==> src/design/zri_pkg.sv <==
package zri_pkg;

  // Default geometry of the LED line and the row delay
  localparam int LINE_BYTES = 40;
  localparam int ROW_OFFSET = 3;

  // Field widths
  localparam int BYTE_W = 8;
  localparam int CFG_W  = 6;

  // Register reset value
  localparam logic [CFG_W-1:0] WIDTH_RESET = 6'd40;

  // Bit masks for the zigzag mounting
  localparam logic [BYTE_W-1:0] EVEN_MASK = 8'h55;
  localparam logic [BYTE_W-1:0] ODD_MASK  = 8'haa;

  // Input item kinds
  localparam logic KIND_PIXEL = 1'b0;
  localparam logic KIND_FLUSH = 1'b1;

endpackage

==> src/design/zri_ram.sv <==
// Generic single-write, single-read RAM with registered read data
module zri_ram #(
  parameter int WIDTH = zri_pkg::BYTE_W,
  parameter int DEPTH = zri_pkg::LINE_BYTES * zri_pkg::ROW_OFFSET,
  localparam int ADDR_W = (DEPTH > 1) ? $clog2(DEPTH) : 1
) (
  input  logic              clk,
  input  logic              we,
  input  logic [ADDR_W-1:0] waddr,
  input  logic [WIDTH-1:0]  wdata,
  input  logic              re,
  input  logic [ADDR_W-1:0] raddr,
  output logic [WIDTH-1:0]  rdata
);

  logic [WIDTH-1:0] mem [DEPTH];

  always_ff @(posedge clk) begin
    if (we) begin
      mem[waddr] <= wdata;
    end
    if (re) begin
      rdata <= mem[raddr];
    end
  end

endmodule

==> src/design/zigzag_row_interleaver.sv <==
// Zigzag row interleaver for a one-bit LED bar.
// Input stream (s_*): one item per image byte (s_tuser = 0, s_tdata = eight
// packed pixels) or per flush (s_tuser = 1, s_tdata ignored). Rows arrive
// bottom row first. Output stream (m_*): bytes of LINE_BYTES-long LED lines,
// right-aligned with leading zero padding, m_tlast on the final byte.
// Each image byte gives one output byte: its even bits merged with the odd
// bits of the same position ROW_OFFSET rows back. The first byte of a row is
// preceded by LINE_BYTES - width padding bytes. ROW_OFFSET flush items emit
// the trailing odd-bit lines and leave the line store empty.
// Timing: an accepted image byte is read from the line store, merged on the way
// out and registered in the output register, after any padding bytes. A flush
// emits its padding, then streams its stored bytes at one per cycle while the
// receiver accepts them. The block takes one item at a time; it accepts no new
// item until the last byte of the current one has been emitted.
// Reset (rst, synchronous) clears the valid bits of the line store, so it
// reads as all zero at once; no clearing pass is needed. width_bytes returns
// to 40. A stalled receiver holds the output register and stops the sequencer
// in its pad and data states; the line store read data is held meanwhile.
// cfg_we/cfg_wdata write width_bytes; write only while idle.
module zigzag_row_interleaver #(
  parameter int LINE_BYTES = zri_pkg::LINE_BYTES,
  parameter int ROW_OFFSET = zri_pkg::ROW_OFFSET
) (
  input  logic                      clk,
  input  logic                      rst,
  // configuration
  input  logic                      cfg_we,
  input  logic [zri_pkg::CFG_W-1:0] cfg_wdata,   // width_bytes
  // input stream
  input  logic                       s_tvalid,
  output logic                       s_tready,
  input  logic [zri_pkg::BYTE_W-1:0] s_tdata,   // [7:0] pixel_bits
  input  logic                       s_tuser,   // [0] kind
  // output stream
  output logic                       m_tvalid,
  input  logic                       m_tready,
  output logic [zri_pkg::BYTE_W-1:0] m_tdata,   // [7:0] line_byte
  output logic                       m_tlast    // last_of_line
);

  localparam int BW     = zri_pkg::BYTE_W;
  localparam int CW     = zri_pkg::CFG_W;
  localparam int DEPTH  = ROW_OFFSET * LINE_BYTES;
  localparam int ADDR_W = (DEPTH > 1) ? $clog2(DEPTH) : 1;
  localparam int IDX_W  = (LINE_BYTES > 1) ? $clog2(LINE_BYTES) : 1;
  localparam int CNT_W  = $clog2(LINE_BYTES + 1);
  localparam int SLOT_W = (ROW_OFFSET > 1) ? $clog2(ROW_OFFSET) : 1;

  localparam logic [1:0] S_IDLE = 2'd0;
  localparam logic [1:0] S_PAD  = 2'd1;
  localparam logic [1:0] S_DATA = 2'd2;

  // Registers
  logic [1:0]        state, state_next;
  logic [CW-1:0]     width_bytes;
  logic [SLOT_W-1:0] slot, slot_next;
  logic [IDX_W-1:0]  byte_index, byte_index_next;
  logic              kind_q;
  logic [BW-1:0]     pix_q;
  logic [IDX_W-1:0]  cur_i, cur_i_next;
  logic [CNT_W-1:0]  w_q;
  logic [CNT_W-1:0]  pad_cnt, pad_cnt_next;
  logic              rv_q;
  logic [ROW_OFFSET-1:0][LINE_BYTES-1:0] valid;

  // Combinational
  logic [CW:0]       w_clip;
  logic [CNT_W-1:0]  w_use;
  logic [IDX_W-1:0]  i_sel;
  logic [CNT_W-1:0]  pad_len;
  logic              accept;
  logic              out_free;
  logic              emit;
  logic [BW-1:0]     emit_byte;
  logic              emit_last;
  logic              rd_en;
  logic [IDX_W-1:0]  rd_idx;
  logic              wr_en;
  logic              clear_row;
  logic [BW-1:0]     rdata;
  logic [BW-1:0]     stored;
  logic              at_last;

  function automatic logic [ADDR_W-1:0] row_addr(input logic [SLOT_W-1:0] s,
                                                 input logic [IDX_W-1:0] idx);
    row_addr = ADDR_W'(s) * ADDR_W'(LINE_BYTES) + ADDR_W'(idx);
  endfunction

  // Width in use: zero counts as one, clipped to the line length
  always_comb begin
    if (width_bytes == '0) begin
      w_clip = (CW+1)'(1);
    end else if ({1'b0, width_bytes} > (CW+1)'(LINE_BYTES)) begin
      w_clip = (CW+1)'(LINE_BYTES);
    end else begin
      w_clip = {1'b0, width_bytes};
    end
    w_use   = CNT_W'(w_clip);
    pad_len = CNT_W'(LINE_BYTES) - w_use;
    if (CNT_W'(byte_index) >= w_use) begin
      i_sel = IDX_W'(w_use - CNT_W'(1));
    end else begin
      i_sel = byte_index;
    end
  end

  assign s_tready = (state == S_IDLE);
  assign accept   = s_tvalid && s_tready;
  assign out_free = !m_tvalid || m_tready;
  assign stored   = rv_q ? rdata : '0;
  assign at_last  = (CNT_W'(cur_i) + CNT_W'(1)) == w_q;

  // Sequencer
  always_comb begin
    state_next      = state;
    slot_next       = slot;
    byte_index_next = byte_index;
    cur_i_next      = cur_i;
    pad_cnt_next    = pad_cnt;
    emit            = 1'b0;
    emit_byte       = '0;
    emit_last       = 1'b0;
    rd_en           = 1'b0;
    rd_idx          = i_sel;
    wr_en           = 1'b0;
    clear_row       = 1'b0;
    unique case (state)
      S_IDLE: begin
        if (accept) begin
          rd_en        = 1'b1;
          rd_idx       = (s_tuser == zri_pkg::KIND_FLUSH) ? '0 : i_sel;
          cur_i_next   = rd_idx;
          pad_cnt_next = pad_len;
          if ((s_tuser == zri_pkg::KIND_FLUSH || byte_index == '0) &&
              pad_len != '0) begin
            state_next = S_PAD;
          end else begin
            state_next = S_DATA;
          end
        end
      end
      S_PAD: begin
        if (out_free) begin
          emit         = 1'b1;
          pad_cnt_next = pad_cnt - CNT_W'(1);
          if (pad_cnt == CNT_W'(1)) begin
            state_next = S_DATA;
          end
        end
      end
      S_DATA: begin
        emit_last = at_last;
        if (kind_q == zri_pkg::KIND_PIXEL) begin
          emit_byte = (pix_q & zri_pkg::EVEN_MASK) | (stored & zri_pkg::ODD_MASK);
        end else begin
          emit_byte = stored & zri_pkg::ODD_MASK;
        end
        if (out_free) begin
          emit = 1'b1;
          if (kind_q == zri_pkg::KIND_PIXEL) begin
            wr_en      = 1'b1;
            state_next = S_IDLE;
            if (at_last) begin
              slot_next       = (slot == SLOT_W'(ROW_OFFSET - 1)) ? '0 : slot + SLOT_W'(1);
              byte_index_next = '0;
            end else begin
              byte_index_next = cur_i + IDX_W'(1);
            end
          end else if (at_last) begin
            clear_row       = 1'b1;
            slot_next       = (slot == SLOT_W'(ROW_OFFSET - 1)) ? '0 : slot + SLOT_W'(1);
            byte_index_next = '0;
            state_next      = S_IDLE;
          end else begin
            // stream the next stored byte of the flushed row
            rd_en      = 1'b1;
            rd_idx     = cur_i + IDX_W'(1);
            cur_i_next = rd_idx;
          end
        end
      end
      default: begin
        state_next = S_IDLE;
      end
    endcase
  end

  // Control state
  always_ff @(posedge clk) begin
    if (rst) begin
      state       <= S_IDLE;
      slot        <= '0;
      byte_index  <= '0;
      width_bytes <= zri_pkg::WIDTH_RESET;
      m_tvalid    <= 1'b0;
      valid       <= '0;
    end else begin
      state      <= state_next;
      slot       <= slot_next;
      byte_index <= byte_index_next;
      if (cfg_we) begin
        width_bytes <= cfg_wdata;
      end
      if (emit) begin
        m_tvalid <= 1'b1;
      end else if (m_tready) begin
        m_tvalid <= 1'b0;
      end
      if (wr_en) begin
        valid[slot][cur_i] <= 1'b1;
      end
      if (clear_row) begin
        valid[slot] <= '0;
      end
    end
  end

  // Payload registers
  always_ff @(posedge clk) begin
    cur_i   <= cur_i_next;
    pad_cnt <= pad_cnt_next;
    if (accept) begin
      kind_q <= s_tuser;
      pix_q  <= s_tdata;
      w_q    <= w_use;
    end
    if (rd_en) begin
      rv_q <= valid[slot][rd_idx];
    end
    if (emit) begin
      m_tdata <= emit_byte;
      m_tlast <= emit_last;
    end
  end

  // Line store: ROW_OFFSET rows of LINE_BYTES bytes
  zri_ram #(
    .WIDTH(BW),
    .DEPTH(DEPTH)
  ) u_line_store (
    .clk  (clk),
    .we   (wr_en),
    .waddr(row_addr(slot, cur_i)),
    .wdata(pix_q),
    .re   (rd_en),
    .raddr(row_addr(slot, rd_idx)),
    .rdata(rdata)
  );

`ifndef SYNTHESIS
  a_slot_range: assert property (@(posedge clk) disable iff (rst)
    slot <= SLOT_W'(ROW_OFFSET - 1))
    else $error("ring slot out of range");

  a_index_range: assert property (@(posedge clk) disable iff (rst)
    CNT_W'(byte_index) < CNT_W'(LINE_BYTES))
    else $error("byte index out of range");

  a_data_in_line: assert property (@(posedge clk) disable iff (rst)
    state == S_DATA |-> CNT_W'(cur_i) < w_q)
    else $error("data position beyond line width");

  a_one_at_a_time: assert property (@(posedge clk) disable iff (rst)
    accept |=> !s_tready)
    else $error("item accepted while previous item in progress");

  a_pad_zero: assert property (@(posedge clk) disable iff (rst)
    state == S_PAD && emit |=> m_tdata == '0 && !m_tlast)
    else $error("padding byte not zero");
`endif

endmodule

==> config.mk <==
export PLATFORM = sky130hd
export DESIGN_NAME = zigzag_row_interleaver
export DESIGN_NICKNAME = d
export VERILOG_FILES = /design/src/design/zri_pkg.sv /design/src/design/zri_ram.sv /design/src/design/zigzag_row_interleaver.sv
export SDC_FILE = /design/constraint.sdc
export NUM_CORES = 1
export LEC_CHECK = 0
export ABC_AREA = 1
export BUFFER_PORTS_ARGS = -buffer_cell sky130_fd_sc_hd__buf_4
export CORE_ASPECT_RATIO = 2
export CORE_MARGIN = 2
export CORE_UTILIZATION = 40
export CTS_BUF_LIST = sky130_fd_sc_hd__clkbuf_4 sky130_fd_sc_hd__clkbuf_8
export DETAILED_ROUTE_END_ITERATION = 8
export GPL_ROUTABILITY_DRIVEN = 0
export PLACE_DENSITY_LB_ADDON = 0.1
export RECOVER_POWER = 100
export SYNTH_ARGS = -nofsm -noshare
export SYNTH_HDL_FRONTEND = slang
export SYNTH_SLANG_ARGS = --single-unit
export TNS_END_PERCENT = 5
==> constraint.sdc <==
create_clock -name clk -period 5.05 [get_ports clk]
set_input_delay 0.505 -clock clk [delete_from_list [all_inputs] [get_ports clk]]
set_output_delay 0.505 -clock clk [all_outputs]
set_load 0.02 [all_outputs]
# Word level (Yosys, flattened, before mapping)

Memories as Yosys holds them, arrays and structs flattened. A register that Yosys moved wholly into a read port is not among the register bits.
Cells that the tools add are included.

Muxes and demuxes: 62
Reduce and logical (&&, ||, !) cells: 21
Shifts and indexed selects: 0
Equal/unequal tests: 13
Divide/modulo/power cells: 0
Bitwise operators: 5
Multiply operators: 1
$lt $le $gt $ge: 7
Add/subtract/negate cells: 7

Operators by type and width:

| kind                | number |
|---|---|
| $mux 120            | 3 |
| $demux 40 s2        | 2 |
| $and 120x120->120   | 1 |
| $mux 40             | 3 |
| $not 120->120       | 1 |
| $or 120x120->120    | 1 |
| $mux 6              | 17 |
| $bmux 40 s2         | 1 |
| $pmux 6 s2          | 3 |
| $mux 1              | 19 |
| $mux 2              | 8 |
| $mux 8              | 2 |
| $add 7x6->7         | 2 |
| $lt 6x7->1 const B  | 2 |
| $logic_not 6->1     | 2 |
| $sub 6x1->6 const B | 2 |
| $ne 2x2->1 const B  | 5 |
| $reduce_and 5->1    | 2 |
| $reduce_and 3->1    | 3 |
| $or 7x8->8          | 1 |
| $add 6x1->6 const B | 1 |
| $bmux 1 s6          | 1 |
| $demux 1 s6         | 1 |
| $eq 6x1->1 const B  | 1 |
| other kinds (23)    | 32 |

Word-level logic and storage cells: 134
Memories kept: 1
Bits in latches: 0
Flip-flop bits (word level): 174
Input port bits: 20
RAM bits: 960
Output and inout port bits: 11
Memory bits (read-only): 0

Memories:

| memory           | words | bits a word | rd ports | clocked after Yosys merged registers in | wr ports | line          | text |
|---|---|---|---|---|---|---|---|
| u_line_store.mem | 120   | 8           | 1        | 1                                       | 1        | zri_ram.sv:16 | `logic [WIDTH-1:0] mem [DEPTH];` |

# Longest topological paths before layout

Gate-level depths: netlist (run 1).

Depth in word-level cells: 11
Depth in mapped cells: 28
Mapped depth without buffers: 26

# By module

From an unflattened synthesis (run 1), not the netlist that was laid out.

Cells, all modules: 4475
Area total of the unflattened synthesis: 48132.4 um^2

By module, submodules not included:

| module                 | instances | seq. area each (um^2) | area each (um^2) | cells each |
|---|---|---|---|---|
| zri_ram                | 1         | 29067.9               | 39905.8          | 3416 |
| zigzag_row_interleaver | 1         | 3853.7                | 8226.6           | 1059 |

# Least setup slack after synthesis (run 1)

OpenSTA, ideal clock, no wires.

Path type: flip-flop to flip-flop
From: reg width_bytes[3]
To: reg u_line_store.rdata[1], read port of u_line_store.mem (data pin)
Data arrival time: 3.780 ns
Path buffers: 3
Data required time: 4.797 ns
Stages on the path, launching flop included: 27
Setup slack: 1.017 ns
Library setup time: 0.253 ns
Cells stage by stage: dfxtp_1 > nor2_1 > inv_2 > nand3_1 > inv_1 > nor2_1 > inv_1 > ha_1 > nand2_1 > nor2_1 > o21ai_0 > nand3_1 > clkbuf_1 > o21ai_0 > a21oi_1 > inv_1 > ha_1 > inv_1 > fa_1 > clkbuf_1 > inv_1 > clkbuf_1 > nand3_1 > nand3_1 > nand2_1 > nand2_1 > nand2_1

Word-level cells in the longest chain between the ends: 10
Elaborated cells on any way between the ends: 14
Those cells by class: 2 x add/sub; 2 x order compare; 9 x mux; 1 x reduce/logical

Ends and longest elaborated chain:

| element                                   | line                                                         | text |
|---|---|---|
| start: declaration                        | zigzag_row_interleaver.sv:55                                 | `logic [CW-1:0] width_bytes;` |
| start signal: assignment                  | zigzag_row_interleaver.sv:194                                | `width_bytes <= zri_pkg::WIDTH_RESET;` |
| start signal: assignment                  | zigzag_row_interleaver.sv:202                                | `width_bytes <= cfg_wdata;` |
| $gt 6x6->1                                | zigzag_row_interleaver.sv:93                                 | `end else if ({1'b0, width_bytes} > (CW+1)'(LINE_BYTES)) begin` |
| $mux 6                                    | zigzag_row_interleaver.sv:93                                 |  |
| $mux 6 (*)                                | zigzag_row_interleaver.sv:91                                 | `if (width_bytes == '0) begin` |
| named net w_clip[4]                       | zigzag_row_interleaver.sv:67                                 | `logic [CW:0] w_clip;` |
| $sub 6x1->6 or $ge 6x6->1 (tied branches) | zigzag_row_interleaver.sv:101, zigzag_row_interleaver.sv:100 |  |
| $mux 6 (*)                                | zigzag_row_interleaver.sv:100                                | `if (CNT_W'(byte_index) >= w_use) begin` |
| $mux 6                                    | zigzag_row_interleaver.sv:169                                | `end else if (at_last) begin` |
| $mux 6                                    | zigzag_row_interleaver.sv:160                                | `if (kind_q == zri_pkg::KIND_PIXEL) begin` |
| $mux 6                                    | zigzag_row_interleaver.sv:158                                | `if (out_free) begin` |
| $pmux 6 s2 (*)                            | zigzag_row_interleaver.sv:127                                | `unique case (state)` |
| $add 7x6->7 (*)                           | zigzag_row_interleaver.sv:86                                 | `row_addr = ADDR_W'(s) * ADDR_W'(LINE_BYTES) + ADDR_W'(idx);` |
| end: declaration                          | zri_ram.sv:13                                                | `output logic [WIDTH-1:0] rdata` |

The timed path passes the listed nets; every way through them passes the cells marked *.
A chain may end at the register's enable or synchronous reset.

# Worst setup path in the final report (run 1)

From: reg cur_i[1]
To: reg u_line_store.rdata[1], read port of u_line_store.mem (data pin)

Word-level cells in the longest chain between the ends: 7
Elaborated cells on any way between the ends: 11
Those cells by class: 2 x add/sub; 1 x eq/ne; 8 x mux

Ends and longest elaborated chain:

| element                  | line                                                         | text |
|---|---|---|
| start: declaration       | zigzag_row_interleaver.sv:60                                 | `logic [IDX_W-1:0] cur_i, cur_i_next;` |
| start signal: assignment | zigzag_row_interleaver.sv:220                                | `cur_i <= cur_i_next;` |
| $add 6x1->6 (*)          | zigzag_row_interleaver.sv:111, zigzag_row_interleaver.sv:177 |  |
| $eq 6x6->1               | zigzag_row_interleaver.sv:111                                | `assign at_last = (CNT_W'(cur_i) + CNT_W'(1)) == w_q;` |
| $mux 6                   | zigzag_row_interleaver.sv:169                                |  |
| $mux 6                   | zigzag_row_interleaver.sv:160                                |  |
| $mux 6                   | zigzag_row_interleaver.sv:158                                |  |
| $pmux 6 s2               | zigzag_row_interleaver.sv:127                                |  |
| $add 7x6->7              | zigzag_row_interleaver.sv:86                                 |  |

Mark *: on every way between the ends. The rest lies on a longest branch, timed or not.

==> metrics.log, run 1 <==
[metrics] post-detailed-placement half-perimeter wirelength: 58.43 mm
[metrics] failing checks: max-capacitance violations, max-slew violations
[metrics] antenna-violating nets left: 0
[metrics] number of setup buffers added after CTS: 0
[metrics] fraction of post-synthesis cell area in the top cell type by area: 52.48%
[metrics] final-layout fill cell count: 7102
[metrics] terminus of the critical flop-to-flop path: u_line_store.rdata[1]
[metrics] worst hold slack: 0.05631 ns
[metrics] status: finished with violations
[metrics] crit-path cells: ha_1, inv_1, nand2_1, nand2_1, nand2_1, nand2_1, nand3_1, nor2_1, nand2_2, nand3_1, nor3_1, a21oi_1, inv_1, ha_1, inv_1, fa_1, xor2_1, inv_1, nand3_1, nand2_1, nand2_1, nand2_1
[metrics] drt initial violations: 1449
[metrics] number of maximum-capacitance constraint violations: 8
[metrics] maximum number of pins on one net before global-route repair: 177
[metrics] die height: 390.1 um
[metrics] TritonCTS clock tree: built
[metrics] length of the first detailed-routing pass in iterations: 5
[metrics] setup repair after global routing missed its margin: no
[metrics] number of global-route vias before repair: 22888
[metrics] most numerous cell types in the synthesized netlist: sky130_fd_sc_hd__nand2_1, sky130_fd_sc_hd__edfxtp_1, sky130_fd_sc_hd__nand3_1
[metrics] Finished Layout Cells: 4128
[metrics] routed wire length: 92.27 mm
[metrics] portion of the post-synthesis area used by sequential elements: 61.68%
[metrics] synthesized area per cell: 9.623 sq um
[metrics] Power, Total: 17.37 mW
[metrics] Worst-Margin Slew: 3.090 ns
[metrics] clock network latency to the later pin of the worst-skew pair: 0.74 ns
[metrics] DIE AREA: 0.07686 sq mm
[metrics] capturing instance or port of the critical path: u_line_store.rdata[1]
[metrics] critical path endpoint category: register
[metrics] GR Overflow Total: 0
[metrics] post-placement cell area: 0.03113 sq mm
[metrics] count of different cell masters after synthesis: 48
[metrics] post-synthesis to final-layout area growth: 10.91%
[metrics] critical setup path kind: reg -> reg
[metrics] leading cell type by number of instances after synthesis: sky130_fd_sc_hd__nand2_1
[metrics] Top FF cell, synth: sky130_fd_sc_hd__edfxtp_1
[metrics] critical path data arrival time: 5.10 ns
[metrics] required time of the worst setup path: 5.52 ns
[metrics] number of top-level pins: 31
[metrics] share of synthesized flip-flops with an asynchronous set or reset: 0%
[metrics] Achievable Freq: 216.1 MHz
[metrics] number of buffers added by the clock tree synthesis step: 95
[metrics] count of mapped cells out of synthesis: 3098
[metrics] clock slew seen by the registers of the worst setup and hold paths: 0.07 ns
[metrics] final worst slack: 0.4229 ns
[metrics] clock tree root driver cell: sky130_fd_sc_hd__clkbuf_8
[metrics] time the final worst path needs with I/O delays and setup: 4.627 ns
[metrics] post-route clock period utilization: 91.63%
[metrics] delay of the slowest critical-path stage: 0.58 ns
[metrics] cell taking the most area after synthesis: sky130_fd_sc_hd__edfxtp_1
[metrics] CTS H-Tree Depth: 3
[metrics] clock sink total: 658
[metrics] placement-stage worst setup slack: 0.4586 ns
[metrics] number of antenna violations at the first check in global routing: 1
[metrics] Power per Cell Area: 525.2 mW/mm^2
[metrics] crit path launch type: register
[metrics] EDFF count, synth: 521
[metrics] launch point of the worst reg-to-reg path: cur_i[1]
[metrics] count of final setup violators: 0
[metrics] top cells by area, synth: sky130_fd_sc_hd__edfxtp_1, sky130_fd_sc_hd__dfxtp_1, sky130_fd_sc_hd__nand3_1, sky130_fd_sc_hd__nand2_1, sky130_fd_sc_hd__inv_1
[metrics] die outline width: 197.0 um
[metrics] number of pins exceeding their max-slew limit in the final report: 513
[metrics] worst IR drop on VDD: 0.2712 mV
[metrics] reg2reg setup slack: 0.42 ns
[metrics] depth of the worst register-to-register path: 22
[metrics] Yosys Warn Count: 0
[metrics] final std cell area, no fill: 0.03307 sq mm
[metrics] critical path startpoint: cur_i[1]
[metrics] site row count: 141
[metrics] total count of hold-check failures in the final report: 0
[metrics] leakage dissipation: 12.43 nW
[metrics] Hold Crit Class: in -> reg
[metrics] placeable core region: 0.07392 sq mm
[metrics] Net Count, Synth: 3140
[metrics] count of port buffers added during placement: 30
[metrics] drt wl/cell: 22.35 um
[metrics] vias per std cell: 5.435
[metrics] max_slew headroom: -106.0%
[metrics] initial core utilization: 40.33%
[metrics] area of the mapped netlist: 0.02981 sq mm
[metrics] share of post-route cells with drive strength above 1: 7.849%
[metrics] setup TNS after final layout: 0 ns
[metrics] vias: 22434
[metrics] Core Util, Final: 44.73%
[metrics] most common cell type on the critical path: sky130_fd_sc_hd__nand2_1
[metrics] Yosys reg bits: 658
[metrics] cell type of the slowest stage on the worst timing path: sky130_fd_sc_hd__edfxtp_1
[metrics] number of DRC violations after detailed routing: 0
[metrics] dpl cells: 3933
[metrics] Overall Global Routing Usage: 24.19%
[metrics] CP max FO: 9
[metrics] Layout Nets: 3159
[metrics] wire length of the first global-routing pass: 137.8 mm
[metrics] number of buffers on the longest clock path: 3
[metrics] worst clock skew: 0.02348 ns
==> sequential cells by signal, indices dropped and copies added (netlist names), 2 cells and up, named ones only <==
signal,count
cur_i,6
m_tdata,8
u_line_store.rdata,4
slot,2
pad_cnt,6
pix_q,8
u_line_store.mem,480
w_q,6
valid,80
byte_index,6
width_bytes,6
state,2
==> metal layers <==
metal / wire (um) / global-route usage (%) / up-vias
li1: - / - / 10538
met1: 32820 / 24.84 / 11057
met2: 50330 / 46.44 / 622
met3: 3562 / 3.152 / 217
met4: 5554 / 13.66 / 0
met5: 0 / 0 / -
==> cell type report <==
cell class,instances,area (sq um),area share [%]
multi-input combinational,1899,9325,28.20
sequential,658,18390,55.61
clock buffer,129,1582,4.783
antenna,1,2.502,0.007568
inverter,359,1354,4.094
tap,929,1162,3.515
clock inverter,49,349.1,1.056
timing repair buffer,104,903.4,2.732
==> cell usage in the layout, fill, tap and decap left out, types with 8 or more instances in the layout <==
master | synthesis | final
sky130_fd_sc_hd__ha_1 | 20 | 20
sky130_fd_sc_hd__dlygate4sd3_1 | 0 | 15
sky130_fd_sc_hd__nor2_1 | 311 | 308
sky130_fd_sc_hd__a22oi_1 | 24 | 24
sky130_fd_sc_hd__inv_1 | 352 | 351
sky130_fd_sc_hd__clkbuf_1 | 92 | 18
sky130_fd_sc_hd__a21oi_1 | 141 | 139
sky130_fd_sc_hd__clkbuf_8 | 0 | 98
sky130_fd_sc_hd__buf_12 | 0 | 14
sky130_fd_sc_hd__buf_4 | 19 | 40
sky130_fd_sc_hd__nand3b_1 | 132 | 132
sky130_fd_sc_hd__nand2_1 | 588 | 587
sky130_fd_sc_hd__clkinv_1 | 2 | 27
sky130_fd_sc_hd__clkbuf_2 | 0 | 9
sky130_fd_sc_hd__nor3_1 | 14 | 14
sky130_fd_sc_hd__clkinv_2 | 0 | 15
sky130_fd_sc_hd__xor2_1 | 8 | 8
sky130_fd_sc_hd__clkbuf_4 | 0 | 39
sky130_fd_sc_hd__dfxtp_1 | 137 | 137
sky130_fd_sc_hd__o211ai_1 | 46 | 46
sky130_fd_sc_hd__edfxtp_1 | 521 | 521
sky130_fd_sc_hd__nand3_1 | 506 | 508
sky130_fd_sc_hd__nand4_1 | 20 | 20
sky130_fd_sc_hd__o21ai_0 | 43 | 43
==> worst min path at each step <==
stage,start,end,depth (start not counted)
after CTS,cfg_wdata[1],width_bytes[1],3
after global placement,valid[37],valid[37],2
after global routing,cfg_wdata[1],width_bytes[1],3
after floorplan,valid[32],valid[32],2
final,cfg_wdata[1],width_bytes[1],3
after detailed placement,valid[36],valid[36],2
==> power breakdown <==
| group | internal (mW) | total [mW] | leakage (nW) | switching [mW] |
|---|---|---|---|---|
| Clock | 2.29 | 4.39 | 1.02 | 2.10 |
| Combinational | 1.70 | 6.42 | 5.59 | 4.71 |
| Sequential | 6.38 | 6.56 | 5.82 | 0.180 |
| Total | 10.4 | 17.4 | 12.4 | 6.99 |
==> logic make-up after synthesis <==
family                     Yosys count  share of synthesized area [%]
buffers and inverters              542                          7.370
xor gates and xnor gates            10                         0.2938
AOI/OAI and AO/OA                  283                          5.565
DFF                                658                          61.68
and+or+nand+nor                   1583                          24.12
adders and majority gates           22                         0.9737
==> critical path: cells and delay by family (launching register included) <==
| family | cells | cell delay (ns) |
|---|---|---|
| buffers and inverters | 4 | 0.46 |
| AND/OR/NAND/NOR | 13 | 1.76 |
| adder cells (fa/ha/maj) | 3 | 0.94 |
| XOR/XNOR | 1 | 0.49 |
| flip-flops | 1 | 0.58 |
| AO/OA/AOI/OAI | 1 | 0.14 |
==> timing repair <==
action	CTS	global route
endpoints found under the setup margin	0	4
endpoints found under the hold margin	12	0
hold buffers	15	0
resized for setup	0	2
Note: power is estimated with default switching activity, not from simulation.
==> run 2: changes to the inputs <==
--- a/config.mk
+++ b/config.mk
@@ -7,7 +7,7 @@
 export LEC_CHECK = 0
 export ABC_AREA = 1
 export BUFFER_PORTS_ARGS = -buffer_cell sky130_fd_sc_hd__buf_4
-export CORE_ASPECT_RATIO = 2
+export CORE_ASPECT_RATIO = 1.4
 export CORE_MARGIN = 2
 export CORE_UTILIZATION = 40
 export CTS_BUF_LIST = sky130_fd_sc_hd__clkbuf_4 sky130_fd_sc_hd__clkbuf_8
==> run 2 against run 1 <==
- the run still ends with max-capacitance violations, max-slew violations left
- combinational power shrank 4.8%
- power fell by 0.15%
- via count decreased by 0.18%
- non-clock buffer count fell by 14
- sequential power barely moved
- clock power increased by 6.2%
- die area fell by 0.13%
- sequential cell count stayed put
- critical endpoint is now u_line_store.rdata[5]
==> metrics.log, run 2 (synthesis results as in run 1) <==
[metrics] status: finished with violations
[metrics] failing checks: max-capacitance violations, max-slew violations
[metrics] final worst slack: 0.4435 ns (+0.02056 ns)
[metrics] cts hold-fix bufs: 15 (unchanged)
[metrics] drt initial violations: 1459 (+0.69%)
[metrics] number of DRC violations after detailed routing: 0 (unchanged)
[metrics] die height: 327.0 um (-16%)
[metrics] DIE AREA: 0.07676 sq mm (-0.13%)
[metrics] CP max FO: 16 (+7)
[metrics] most common cell after layout, fill and taps aside: sky130_fd_sc_hd__nand2_1
[metrics] quantity of gates resized following cts: 0 (unchanged)
[metrics] number of buffers on the longest clock path: 3 (unchanged)
[metrics] post-route clock period utilization: 91.22% (-0.41 points)
[metrics] final std cell area, no fill: 0.03307 sq mm (about the same)
[metrics] clock slew seen by the registers of the worst setup and hold paths: 0.06 ns (about the same)
[metrics] clock sink total: 658 (unchanged)
[metrics] clock tree root driver cell: sky130_fd_sc_hd__clkbuf_8
[metrics] critical setup path kind: reg -> reg
[metrics] Power per Cell Area: 524.3 mW/mm^2 (-0.18%)
[metrics] leakage dissipation: 12.43 nW (about the same)
[metrics] Worst-Margin Slew: 3.029 ns (-0.06093 ns)
[metrics] initial core utilization: 40.38% (+0.054 points)
[metrics] worst hold slack: 0.09412 ns (+0.03781 ns)
[metrics] wire length of the first global-routing pass: 132.5 mm (-3.8%)
[metrics] post-detailed-placement half-perimeter wirelength: 52.70 mm (-9.8%)
[metrics] Worst Hold End: width_bytes[1]
[metrics] count of final setup violators: 0 (unchanged)
[metrics] Achievable Freq: 217.1 MHz (+0.45%)
[metrics] GR Overflow Total: 0 (unchanged)
[metrics] depth of the worst register-to-register path: 24 (+9.1%)
[metrics] number of setup buffers added after CTS: 0 (unchanged)
[metrics] number of antenna violations at the first check in global routing: 2 (+1)
[metrics] number of top-level pins: 31 (unchanged)
[metrics] share of post-route cells with drive strength above 1: 7.762% (-0.087 points)
[metrics] number of global-route vias before repair: 22473 (-1.8%)
[metrics] worst hold stages: 3 (unchanged)
[metrics] vias per std cell: 5.387 (-0.87%)
[metrics] length of the first detailed-routing pass in iterations: 6 (+1)
[metrics] origin of the worst min-delay path: cfg_wdata[1]
[metrics] time the final worst path needs with I/O delays and setup: 4.607 ns (-0.02056 ns)
[metrics] launch point of the worst reg-to-reg path: width_bytes[3]
[metrics] routed wire length: 88.20 mm (-4.4%)
[metrics] number of buffers added by the clock tree synthesis step: 106 (+12%)
[metrics] required time of the worst setup path: 5.51 ns (about the same)
[metrics] number of pins exceeding their max-slew limit in the final report: 642 (+25%)
[metrics] setup repair after global routing missed its margin: no
[metrics] number of maximum-capacitance constraint violations: 13 (+5)
[metrics] critical path endpoint category: register
[metrics] CTS H-Tree Depth: 3 (unchanged)
[metrics] vias: 22394 (-0.18%)
[metrics] antenna-violating nets left: 0 (unchanged)
[metrics] Power, Total: 17.34 mW (-0.15%)
[metrics] placement-stage worst setup slack: 0.5450 ns (+0.08646 ns)
[metrics] TritonCTS clock tree: built
[metrics] reg2reg setup slack: 0.44 ns (+0.02 ns)
[metrics] post-placement cell area: 0.03101 sq mm (-0.39%)
[metrics] Overall Global Routing Usage: 22.64% (-1.5 points)
[metrics] max_slew headroom: -101.9% (+4.1 points)
[metrics] post-synthesis to final-layout area growth: 10.94% (about the same)
[metrics] maximum number of pins on one net before global-route repair: 177 (unchanged)
[metrics] max reg flops: 480 (unchanged)
[metrics] worst clock skew: 0.03213 ns (+0.008653 ns)
[metrics] highest-count cells in the layout ignoring fill and taps: sky130_fd_sc_hd__nand2_1, sky130_fd_sc_hd__edfxtp_1, sky130_fd_sc_hd__nand3_1
[metrics] terminus of the critical flop-to-flop path: u_line_store.rdata[5]
[metrics] worst IR drop on VDD: 0.3202 mV (+18%)
[metrics] crit path launch type: register
[metrics] Layout Nets: 3155 (-0.13%)
[metrics] Hold Crit Class: in -> reg
[metrics] total count of hold-check failures in the final report: 0 (unchanged)
[metrics] largest registers: u_line_store.mem x480, valid x80
[metrics] setup TNS after final layout: 0 ns (unchanged)
[metrics] site row count: 118 (-16%)
[metrics] clock network latency to the later pin of the worst-skew pair: 0.73 ns (about the same)
[metrics] critical path data arrival time: 5.07 ns (-0.03 ns)
[metrics] count of port buffers added during placement: 30 (unchanged)
[metrics] Biggest register: u_line_store.mem
[metrics] drt wl/cell: 21.22 um (-5.1%)
[metrics] die outline width: 234.7 um (+19%)
[metrics] placeable core region: 0.07382 sq mm (-0.13%)
==> run 2: final cells by class <==
| cell class | count | area (sq um) |
|---|---|---|
| repair buffers | 90 | 703.2 |
| clock inverters | 45 | 344.1 |
| multi-input cells | 1898 | 9306 |
| fillers | 7167 | 40750 |
| clock buffers | 145 | 1777 |
| flip-flops and latches | 658 | 18390 |
| diodes | 2 | 5.005 |
| well taps | 960 | 1201 |
| inverters | 359 | 1350 |
==> run 2: worst max-delay path by stage <==
| stage | cells after the start | startpoint | endpoint |
|---|---|---|---|
| 4_1_cts | 23 | width_bytes[0] | u_line_store.rdata[5] |
| 5_1_grt | 23 | width_bytes[3] | u_line_store.rdata[1] |
| 3_3_place_gp | 23 | width_bytes[3] | u_line_store.rdata[3] |
| 2_1_floorplan | 26 | width_bytes[3] | u_line_store.rdata[1] |
| 3_5_place_dp | 23 | width_bytes[0] | u_line_store.rdata[5] |
| 6_report | 24 | width_bytes[3] | u_line_store.rdata[5] |
==> run 2: metal layers <==
| metal | wire length [um] | track usage [%] | vias up | share of wire [%] |
|---|---|---|---|---|
| li1 | - | - | 10557 | - |
| met1 | 33540 | 25.25 | 10968 | 38 |
| met2 | 46860 | 42.62 | 665 | 53 |
| met3 | 3897 | 2.764 | 204 | 4.4 |
| met4 | 3910 | 10.68 | 0 | 4.4 |
| met5 | 0 | 0 | - | 0 |
==> run 2: metrics by stage <==
| stage | util [%] | instances |
|---|---|---|
| after floorplan | - | 3098 |
| after global placement | 41.99 | 3949 |
| after detailed placement | 42.00 | 3950 |
| after CTS | 45.08 | 4155 |
| after global routing | 44.80 | 4156 |
| final | 44.80 | 4157 |
==> run 2: power by group <==
group | internal, mW | total, mW | switching, mW | leakage, nW
combinational | 1.56 | 6.11 | 4.55 | 5.50
clock | 2.53 | 4.66 | 2.13 | 1.12
sequential | 6.39 | 6.57 | 0.187 | 5.82
==> run 2: worst max-delay path: stages (launching register included) <==
cell and delay (ns):
sky130_fd_sc_hd__dfxtp_1 0.36, sky130_fd_sc_hd__nor2_1 0.08, sky130_fd_sc_hd__inv_2 0.06, sky130_fd_sc_hd__nand3_1 0.11, sky130_fd_sc_hd__a21boi_0 0.19, sky130_fd_sc_hd__buf_4 0.18
sky130_fd_sc_hd__inv_1 0.07, sky130_fd_sc_hd__ha_1 0.27, sky130_fd_sc_hd__inv_1 0.05, sky130_fd_sc_hd__a21boi_0 0.06, sky130_fd_sc_hd__o21ai_0 0.14, sky130_fd_sc_hd__nand3_1 0.29
sky130_fd_sc_hd__nand2_1 0.16, sky130_fd_sc_hd__o21ai_0 0.13, sky130_fd_sc_hd__a21oi_1 0.33, sky130_fd_sc_hd__inv_1 0.16, sky130_fd_sc_hd__ha_1 0.23, sky130_fd_sc_hd__inv_1 0.08
sky130_fd_sc_hd__fa_1 0.45, sky130_fd_sc_hd__inv_1 0.45, sky130_fd_sc_hd__nand3_1 0.20, sky130_fd_sc_hd__nand3_1 0.12, sky130_fd_sc_hd__nand2_1 0.05, sky130_fd_sc_hd__nand2_1 0.05
sky130_fd_sc_hd__nand2_1 0.06
